===== config.mk =====
export PLATFORM = sky130hd
export DESIGN_NAME = luhn_card_brand_check
export DESIGN_NICKNAME = d
export VERILOG_FILES = /design/src/design/luhn_pkg.sv /design/src/design/luhn_card_brand_check.sv
export SDC_FILE = /design/constraint.sdc
export NUM_CORES = 2
export LEC_CHECK = 0
export ABC_AREA = 0
export CAP_MARGIN = 40
export CORE_ASPECT_RATIO = 1.4
export CORE_MARGIN = 5
export CORE_UTILIZATION = 54
export DETAILED_ROUTE_END_ITERATION = 7
export DONT_BUFFER_PORTS = 1
export PLACE_DENSITY = 0.72
export RECOVER_POWER = 25
export SLEW_MARGIN = 10
export SYNTH_ARGS = -nofsm -noshare
export SYNTH_HDL_FRONTEND = slang
export SYNTH_SLANG_ARGS = --single-unit

===== constraint.sdc =====
create_clock -name i_clk -period 20.4 [get_ports i_clk]
set_input_delay 0 -clock i_clk [delete_from_list [all_inputs] [get_ports i_clk]]
set_output_delay 0 -clock i_clk [all_outputs]
set_load 0.02 [all_outputs]

===== src/design/luhn_pkg.sv =====
// ----------------------------------------------------------------------------
// Luhn check package
// Shared constants, brand codes and digit helper functions.
// ----------------------------------------------------------------------------
package luhn_pkg;

    localparam int BIN_W      = 63;
    localparam int PAD_W      = 64;
    localparam int NUM_DIGITS = 19;
    localparam int BCD_W      = NUM_DIGITS * 4;
    localparam int DD_STAGES  = 8;
    localparam int DD_BITS    = PAD_W / DD_STAGES;
    localparam int MAX_DIGITS = 16;
    localparam int GROUPS     = 4;
    localparam int GROUP_LEN  = 5;

    typedef enum logic [1:0] {
        BRAND_INVALID    = 2'd0,
        BRAND_VISA       = 2'd1,
        BRAND_MASTERCARD = 2'd2,
        BRAND_AMEX       = 2'd3
    } t_brand;

    // Several double-dabble steps: adjust every digit, then shift one bit in.
    function automatic logic [BCD_W-1:0] dd_bits(input logic [BCD_W-1:0] bcd_in,
                                                 input logic [DD_BITS-1:0] bits);
        logic [BCD_W-1:0] bcd;
        bcd = bcd_in;
        for (int k = DD_BITS - 1; k >= 0; k--) begin
            for (int d = 0; d < NUM_DIGITS; d++) begin
                if (bcd[d*4 +: 4] >= 4'd5) begin
                    bcd[d*4 +: 4] = bcd[d*4 +: 4] + 4'd3;
                end
            end
            bcd = {bcd[BCD_W-2:0], bits[k]};
        end
        return bcd;
    endfunction

    // Luhn weight of the digit at a given position from the right.
    function automatic logic [3:0] luhn_map(input logic [3:0] dig, input logic odd);
        logic [4:0] dbl;
        dbl = {dig, 1'b0};
        if (!odd) begin
            return dig;
        end else if (dbl > 5'd9) begin
            return 4'(dbl - 5'd9);
        end else begin
            return dbl[3:0];
        end
    endfunction

endpackage


===== src/design/luhn_card_brand_check.sv =====
// Throughput: one item per cycle while the receiver does not stall the output;
// eight double-dabble stages of eight bits each set the depth, followed by three
// stages of digit counting, summing and decoding.
// Reset: i_rst_n is synchronous and active low; it clears all stage valid bits.
// ----------------------------------------------------------------------------
// Luhn card brand check
// Pipelined binary-to-decimal conversion, Luhn sum and card brand decode.
// ----------------------------------------------------------------------------
module luhn_card_brand_check (
    input  logic                     i_clk,
    input  logic                     i_rst_n,
    input  logic                     i_valid,
    output logic                     o_stall,
    input  logic [luhn_pkg::BIN_W-1:0] i_card_number,
    output logic                     o_valid,
    input  logic                     i_stall,
    output logic [1:0]               o_card_brand,
    output logic [7:0]               o_luhn_sum,
    output logic [4:0]               o_digit_count,
    output logic [6:0]               o_leading_pair
);
    import luhn_pkg::*;

    // The whole pipeline moves as one. It halts only when a finished result
    // sits in the output register and the receiver stalls it, so no transfer
    // is lost or repeated.
    logic en;
    assign en      = !(o_valid && i_stall);
    assign o_stall = !en;

    // Double-dabble stages. Each stage consumes the top eight bits of the
    // zero-padded number and shifts them into the BCD accumulator.
    logic [BCD_W-1:0] r_dd_bcd [DD_STAGES];
    logic [PAD_W-1:0] r_dd_bin [DD_STAGES];
    logic             r_dd_vld [DD_STAGES];

    logic [PAD_W-1:0] in_pad;
    assign in_pad = {1'b0, i_card_number};

    always_ff @(posedge i_clk) begin
        if (en) begin
            r_dd_bcd[0] <= dd_bits('0, in_pad[PAD_W-1 -: DD_BITS]);
            r_dd_bin[0] <= in_pad << DD_BITS;
            for (int s = 1; s < DD_STAGES; s++) begin
                r_dd_bcd[s] <= dd_bits(r_dd_bcd[s-1], r_dd_bin[s-1][PAD_W-1 -: DD_BITS]);
                r_dd_bin[s] <= r_dd_bin[s-1] << DD_BITS;
            end
        end
    end

    always_ff @(posedge i_clk) begin
        if (!i_rst_n) begin
            for (int s = 0; s < DD_STAGES; s++) begin
                r_dd_vld[s] <= 1'b0;
            end
        end else if (en) begin
            r_dd_vld[0] <= i_valid;
            for (int s = 1; s < DD_STAGES; s++) begin
                r_dd_vld[s] <= r_dd_vld[s-1];
            end
        end
    end

    // Stage 9: digit count and partial Luhn sums over groups of five digits.
    // Digits above the top one are zero and weigh zero, so all digits are summed.
    logic [BCD_W-1:0] digits;
    logic [4:0]       n_cnt;
    logic [5:0]       n_part [GROUPS];
    logic [BCD_W-1:0] r9_digits;
    logic [4:0]       r9_cnt;
    logic [5:0]       r9_part [GROUPS];
    logic             r9_vld;

    assign digits = r_dd_bcd[DD_STAGES-1];

    always_comb begin
        n_cnt = '0;
        for (int d = 0; d < NUM_DIGITS; d++) begin
            if (digits[d*4 +: 4] != 4'd0) begin
                n_cnt = 5'(d + 1);
            end
        end
        for (int g = 0; g < GROUPS; g++) begin
            n_part[g] = '0;
            for (int j = 0; j < GROUP_LEN; j++) begin
                if (g * GROUP_LEN + j < NUM_DIGITS) begin
                    n_part[g] = n_part[g] + 6'(luhn_map(
                        digits[(g*GROUP_LEN + j)*4 +: 4], 1'((g*GROUP_LEN + j) % 2)));
                end
            end
        end
    end

    // Stage 10: total sum and leading pair.
    logic [7:0] n_sum;
    logic [6:0] n_pair;
    logic [7:0] r10_sum;
    logic [4:0] r10_cnt;
    logic [6:0] r10_pair;
    logic       r10_vld;

    always_comb begin
        n_sum = 8'(r9_part[0]) + 8'(r9_part[1]) + 8'(r9_part[2]) + 8'(r9_part[3]);
        n_pair = '0;
        if (r9_cnt == 5'd1) begin
            n_pair = 7'(r9_digits[3:0]);
        end
        for (int d = 1; d < NUM_DIGITS; d++) begin
            if (r9_cnt == 5'(d + 1)) begin
                n_pair = 7'(r9_digits[d*4 +: 4]) * 7'd10 + 7'(r9_digits[(d-1)*4 +: 4]);
            end
        end
    end

    // Stage 11: length check, mod-10 test and brand decode into the output register.
    logic   len_ok;
    logic   mod_ok;
    t_brand n_brand;
    logic [1:0] r_brand;
    logic [7:0] r_sum;
    logic [4:0] r_cnt;
    logic [6:0] r_pair;
    logic       r_vld;

    always_comb begin
        len_ok = (r10_cnt >= 5'd13) && (r10_cnt != 5'd14) && (r10_cnt <= 5'(MAX_DIGITS));
        mod_ok = 1'b0;
        for (int k = 0; k < 18; k++) begin
            if (r10_sum == 8'(k * 10)) begin
                mod_ok = 1'b1;
            end
        end
        n_brand = BRAND_INVALID;
        if (len_ok && mod_ok) begin
            priority if (r10_pair >= 7'd40 && r10_pair < 7'd50) begin
                n_brand = BRAND_VISA;
            end else if (r10_pair >= 7'd51 && r10_pair <= 7'd55) begin
                n_brand = BRAND_MASTERCARD;
            end else if (r10_pair == 7'd34 || r10_pair == 7'd37) begin
                n_brand = BRAND_AMEX;
            end else begin
                n_brand = BRAND_INVALID;
            end
        end
    end

    always_ff @(posedge i_clk) begin
        if (en) begin
            r9_digits <= digits;
            r9_cnt    <= n_cnt;
            for (int g = 0; g < GROUPS; g++) begin
                r9_part[g] <= n_part[g];
            end
            r10_sum  <= n_sum;
            r10_cnt  <= r9_cnt;
            r10_pair <= n_pair;
            r_brand  <= n_brand;
            r_sum    <= len_ok ? r10_sum : 8'd0;
            r_cnt    <= r10_cnt;
            r_pair   <= r10_pair;
        end
    end

    always_ff @(posedge i_clk) begin
        if (!i_rst_n) begin
            r9_vld  <= 1'b0;
            r10_vld <= 1'b0;
            r_vld   <= 1'b0;
        end else if (en) begin
            r9_vld  <= r_dd_vld[DD_STAGES-1];
            r10_vld <= r9_vld;
            r_vld   <= r10_vld;
        end
    end

    assign o_valid        = r_vld;
    assign o_card_brand   = r_brand;
    assign o_luhn_sum     = r_sum;
    assign o_digit_count  = r_cnt;
    assign o_leading_pair = r_pair;

`ifndef NO_ASSERTIONS
    a_brand_len: assert property (@(posedge i_clk) disable iff (!i_rst_n)
        (o_valid && o_card_brand != BRAND_INVALID) |->
        (o_digit_count == 5'd13 || o_digit_count == 5'd15 || o_digit_count == 5'd16))
        else $error("brand reported for a rejected length");
    a_brand_sum: assert property (@(posedge i_clk) disable iff (!i_rst_n)
        (o_valid && o_card_brand != BRAND_INVALID) |-> (o_luhn_sum != 8'd0))
        else $error("brand reported with zero Luhn sum");
    a_short_sum: assert property (@(posedge i_clk) disable iff (!i_rst_n)
        (o_valid && o_digit_count < 5'd13) |-> (o_luhn_sum == 8'd0))
        else $error("Luhn sum reported for a short number");
    a_stall_hold: assert property (@(posedge i_clk) disable iff (!i_rst_n)
        (r10_vld && o_stall) |=> r10_vld)
        else $error("pipeline item lost during stall");
`endif

endmodule

# [After elaboration in Yosys (flattened, before gate mapping)]
# Memories as Yosys holds them, arrays and structs flattened. A register that Yosys moved wholly into a read port is not among the register bits.
# Index checks and enable logic that the tools add are counted.
[word_totals] in_bits=67 mem_count=4 elab_cells=4539 output_inout_bits=24 regBits=125 ramBits=1088
[op_classes] n_bitwise=9 reduce_logical=32 magnitude_cmp=1086 n_mux=2221 eq_ne=39 addsub=1116 multipliers=18
[memory_table] name="r_dd_bcd" words=8 word_bits=76 rd=8 rd_clocked_by_memory_dff=0 wr=8 line_no="luhn_card_brand_check.sv:33" source="logic [BCD_W-1:0] r_dd_bcd [DD_STAGES];"
[memory_table] name="r_dd_bin" words=8 word_bits=56 rd=7 rd_clocked_by_memory_dff=0 wr=8 line_no="luhn_card_brand_check.sv:34" source="logic [PAD_W-1:0] r_dd_bin [DD_STAGES];"
[memory_table] name="r9_part" words=4 word_bits=6 rd=4 rd_clocked_by_memory_dff=0 wr=4 line_no="luhn_card_brand_check.sv:71" source="logic [5:0] r9_part [GROUPS];"
[memory_table] name="r_dd_vld" words=8 word_bits=1 rd=8 rd_clocked_by_memory_dff=1 wr=8 line_no="luhn_card_brand_check.sv:35" source="logic r_dd_vld [DD_STAGES];"
[op_table] operator="$mux W4" count=2039
[op_table] operator="$ge A4 B3 Y1 const B" count=1069
[op_table] operator="$add A4 B2 Y4 const B" count=1013
[op_table] operator="$mux W3" count=113
[op_table] operator="$add A3 B2 Y3 const B" count=56
[op_table] operator="$add A7 B4 Y7" count=18
[op_table] operator="$mux W7" count=18
[op_table] operator="$mul A4 B3 Y6 const B" count=18
[op_table] operator="$reduce_bool A4 Y1" count=19
[op_table] operator="$mux W5" count=14
[op_table] operator="$eq A8 B7 Y1 const B" count=6
[op_table] operator="$gt A5 B4 Y1 const B" count=9
[op_table] operator="$add A6 B4 Y6" count=7
[op_table] operator="$eq A5 B4 Y1 const B" count=8
[op_table] operator="$eq A8 B8 Y1 const B" count=5
[op_table] operator="$sub A4 B4 Y4 const B" count=9
[op_table] operator="$mux W1" count=33
[op_table] operator="$add A5 B4 Y6" count=4
[op_table] operator="$eq A8 B6 Y1 const B" count=3
[op_table] operator="$add A4 B4 Y5" count=4
[op_table] operator="$eq A5 B3 Y1 const B" count=4
[op_table] operator="$eq A5 B5 Y1 const B" count=4
[op_table] operator="$eq A8 B5 Y1 const B" count=2
[op_table] operator="$eq A7 B6 Y1 const B" count=2
[op_table] operator="other kinds (25)" count=44

# [Depth between registers and ports, before layout]
# An unclocked memory read counts as a cell.
[depth] depth_word=25 depth_mapped=39 mapped_depth_nobuf=38

# [Least setup slack after synthesis]
# Ideal clock, no wire load.
[synth_path] path_kind="reg-to-reg" startpoint="register r_vld, in the netlist o_valid" endpoint="memory r_dd_vld[5], enable pin" stages_incl_launch_ff=4 setup_ns=0.385 synth_period_minus_slack_ns=23.586 slack_ns=-3.186 required_time_ns=20.015 arrival_time_ns=23.201 path_buffers=0 path_cell_list="dfxtp_1 > nand2_1 > clkinv_1 > nand2_1"
[synth_lines] element="start, declared" line_no="luhn_card_brand_check.sv:123" source="logic r_vld;"
[synth_lines] element="start signal, assigned" line_no="luhn_card_brand_check.sv:172" source="r_vld <= r10_vld;"
[synth_lines] element="end, declared" line_no="luhn_card_brand_check.sv:35"

==> metrics.md <==
| Metric | Value |
|---|---|
| CTS Sinks | around 740 |
| Min Tclk post-route | 8.027 ns |
| Main synth FF type | edfxtp_1 |
| Die Height | around 530 um |
| Post-route DRC | 0 |
| Crit end category | flop |
| Largest net degree at the start of global routing | just under 100 |
| Synthesis-stage register bit count | between 700 and 800 |
| RSZ-0062 raised after global routing | false |
| TritonCTS buffer count | 87 |
| Synth Cell Area | between 0.1 and 0.15 mm2 |
| Final net count | roughly 14k |
| Vias | about 95k |
| WL final | between 200 and 250 mm |
| Crit. Startpoint | r_dd_bcd[1][25] |
| Hold Path Class | in2reg |
| Routed Antenna Nets | 0 |
| Syn Nets | around 14k |
| Max layer used | met4 |
| Ys async rst share | 0% |
| Kind of critical path | reg2reg |
| Die width | between 300 and 400 um |
| Area taken by flip-flops and latches | about 0.022 mm2 |
| Initial antenna violation count | 2 |
| DRT met1 WL | about 95 mm |
| Routability cong. | 0.8826 |
| Slowest CP cell | o21ai_0 |
| Initial drt markers | 5,217 |
| Worst-Margin Slew | about 5.2 ns |
| Max-Cap Viols | 2 |
| Initial Util | 54.19% |
| Arr. time, crit path | 8.58 ns |
| Status | finished with violations |
| F_max | about 120 MHz |
| Setup tns final | 0 ns |
| Gr ovfl total | 0 |
| Multi-input gate area | about 0.077 mm2 |
| Seq/Total Area, Yosys | between 20% and 30% |
| Global-route wire length before repair | between 300 and 400 mm |
| Avg Cell Area, Syn | between 8 and 9 um2 |
| TritonRoute pass-1 iters | 6 |
| Crit path largest cell delay | approximately 0.71 ns |
| CTS tree | built |
| PostCTS Resize Cnt | 0 |
| FP Rows | 190 |
| Slew margin rel. | -248.8% |
| Number of global-route vias before repair | around 90k |
| CP max FO | 11 |
| CP required | between 20 and 25 ns |
| WL per Instance | roughly 15 um |
| Layout Area Growth over Synthesis | 6.299% |
| Design Area, Final | approximately 0.11 mm2 |
| H-tree Lvls | 3 |
| Fill count | between 15k and 20k |
| Met3 wire length | roughly 6.3 mm |
| Core area | between 0.15 and 0.2 mm2 |
| Final Hold Fails | 0 |
| Netlist cell types | ~170 |
| Met2 WL | roughly 130 mm |
| IO buf count | 0 |
| Clock slew at reported path FFs | approximately 0.060 ns |
| Max Root-Sink Buffers | 3 |
| Util after Layout | between 50% and 60% |
| Post-synth EDFFs | 735 |
| FF-to-FF Start | r_dd_bcd[1][25] |
| CTS root buf | clkbuf_16 |
| Source of the worst hold timing path | i_rst_n |
| Worst skew pair latency | ~0.74 ns |
| Synth Instances | approximately 13k |
| Setup Skew | ~0.048 ns |
| Post-route clock period utilization | a little under 40% |
| Io pins | between 90 and 100 |
| Share of layout cells above drive strength 1 | a little under a tenth |
| DR vias/cell | between 6 and 7 |
| DP HPWL | between 150 and 200 mm |
| GRT Util Overall | a little over a fifth |
| Die ar. | a little over 0.2 mm2 |
| CP Launch Type | flop |
| # setup viols final | 0 |
| Placed Area | 0.1059 mm2 |
| Synth warnings | 0 |
| Failing checks | capacitance limit, slew limit |
| Final Max Tran Viols | around 120 |
| Cell mode on critical path | ha_1 |
## state kept, by name, indices dropped and copies added (netlist names), 8 cells and up
name and flops:
o_luhn_sum 8, r_dd_bin 224, r_dd_vld 8, r10_sum 8
r9_part 24, r_dd_bcd 361, r9_digits 76
## metrics by stage
| step | hold WS, ns | worst slack (ns) | instances |
|---|---|---|---|
| after floorplan | 0.09887 | 6.600 | 12766 |
| after global placement | 0.09893 | 12.52 | 14993 |
| after detailed placement | 0.09893 | 12.38 | 15012 |
| after CTS | 0.07301 | 12.35 | 15297 |
| after global routing | 0.1967 | 11.51 | 15305 |
| final | 0.1750 | 12.37 | 15305 |
## worst max-delay path, delay by kind of cell (launching register included)
family / cells / cell delay [ns]
flops: 1 / 0.42
simple gates: 7 / 0.95
fa+ha+maj: 5 / 1.40
compound gates: 12 / 3.40
xor+xnor: 2 / 0.61
buf+inv: 4 / 0.70
mux: 1 / 0.39
## cell type report
| type | count | area share (%) |
|---|---|---|
| clock inverters | 52 | 0.6220 |
| well taps | 2496 | 2.833 |
| repair buffers | 176 | 1.544 |
| multi-input cells | 10795 | 69.59 |
| flip-flops and latches | 743 | 20.17 |
| diodes | 1 | 0.002270 |
| inverters | 936 | 3.203 |
| clock buffers | 106 | 2.040 |
## per-layer routing
layer  up-vias  track usage, %
met5         -               0
met4         0           6.514
met3       370           1.880
met2      1637           44.15
met1     45243           23.82
li1      48194               -
## logic make-up after synthesis
logic type | synth area share, %
mux | 6.647
simple gates | 18.93
buf+inv | 4.590
compound gates | 31.41
xor+xnor | 6.534
flops | 21.44
fa+ha+maj | 10.46
## path summary, 6_finish.rpt
path | slack [ns] | end | cells after the start
setup reg to reg | 12.37 | r_dd_bcd[1][108] | 31
hold / removal | 0.18 | o_valid | 2
setup / recovery | 12.37 | r_dd_bcd[1][108] | 31
hold reg to reg | 0.41 | r_dd_bin[1][14] | 0
## synthesized netlist by cell type, types with 82 or more instances
master / count / area share, %
a211oi_1: 241 / 1.7
a21o_1: 240 / 1.7
a21oi_1: 962 / 4.6
a21oi_2: 92 / 0.78
a31oi_1: 179 / 1.1
and2_1: 159 / 0.96
and3_1: 95 / 0.57
clkbuf_1: 212 / 0.77
edfxtp_1: 735 / 21
fa_1: 89 / 1.7
ha_1: 687 / 8.3
inv_1: 839 / 3.0
inv_2: 93 / 0.34
mux2_2: 240 / 2.6
mux2i_1: 366 / 3.5
nand2_1: 979 / 3.5
nand2b_1: 234 / 1.4
nand3_1: 292 / 1.4
nor2_1: 1072 / 3.9
nor2b_1: 144 / 0.87
nor3_1: 342 / 1.7
nor3b_1: 114 / 0.83
nor4_1: 86 / 0.52
o211ai_1: 237 / 1.7
o21a_1: 167 / 1.2
o21ai_0: 767 / 3.7
o21ai_1: 219 / 1.1
o21bai_1: 112 / 0.81
o22ai_1: 150 / 0.90
or2_2: 87 / 0.52
or3_1: 100 / 0.60
xnor2_1: 414 / 3.5
xnor2_2: 82 / 1.3
xor2_1: 169 / 1.4
## cells in the final DEF (no fill, tap or decap), types with 82 or more instances in the layout
cell / instances
nor2_1: 1072
nand2_1: 979
a21oi_1: 962
inv_1: 839
o21ai_0: 767
edfxtp_1: 735
ha_1: 687
xnor2_1: 414
mux2i_1: 366
nor3_1: 342
nand3_1: 292
a211oi_1: 241
a21o_1: 240
mux2_2: 240
o211ai_1: 237
nand2b_1: 234
o21ai_1: 219
a31oi_1: 179
xor2_1: 169
o21a_1: 167
and2_1: 158
o22ai_1: 150
nor2b_1: 144
dlygate4sd3_1: 127
nor3b_1: 114
o21bai_1: 112
or3_1: 100
and3_1: 95
inv_2: 93
a21oi_2: 92
fa_1: 89
or2_2: 87
clkbuf_16: 87
nor4_1: 86
xnor2_2: 82
## repair_timing
action                     4_1_cts  5_1_grt
setup buffers                    0        0
setup endpoints to repair        0        0
hold buffers                   127        0
hold endpoints to repair        91        0
Power is not shown: default switching activity piles up to over one toggle a cycle in this logic, so the estimate is an artifact.
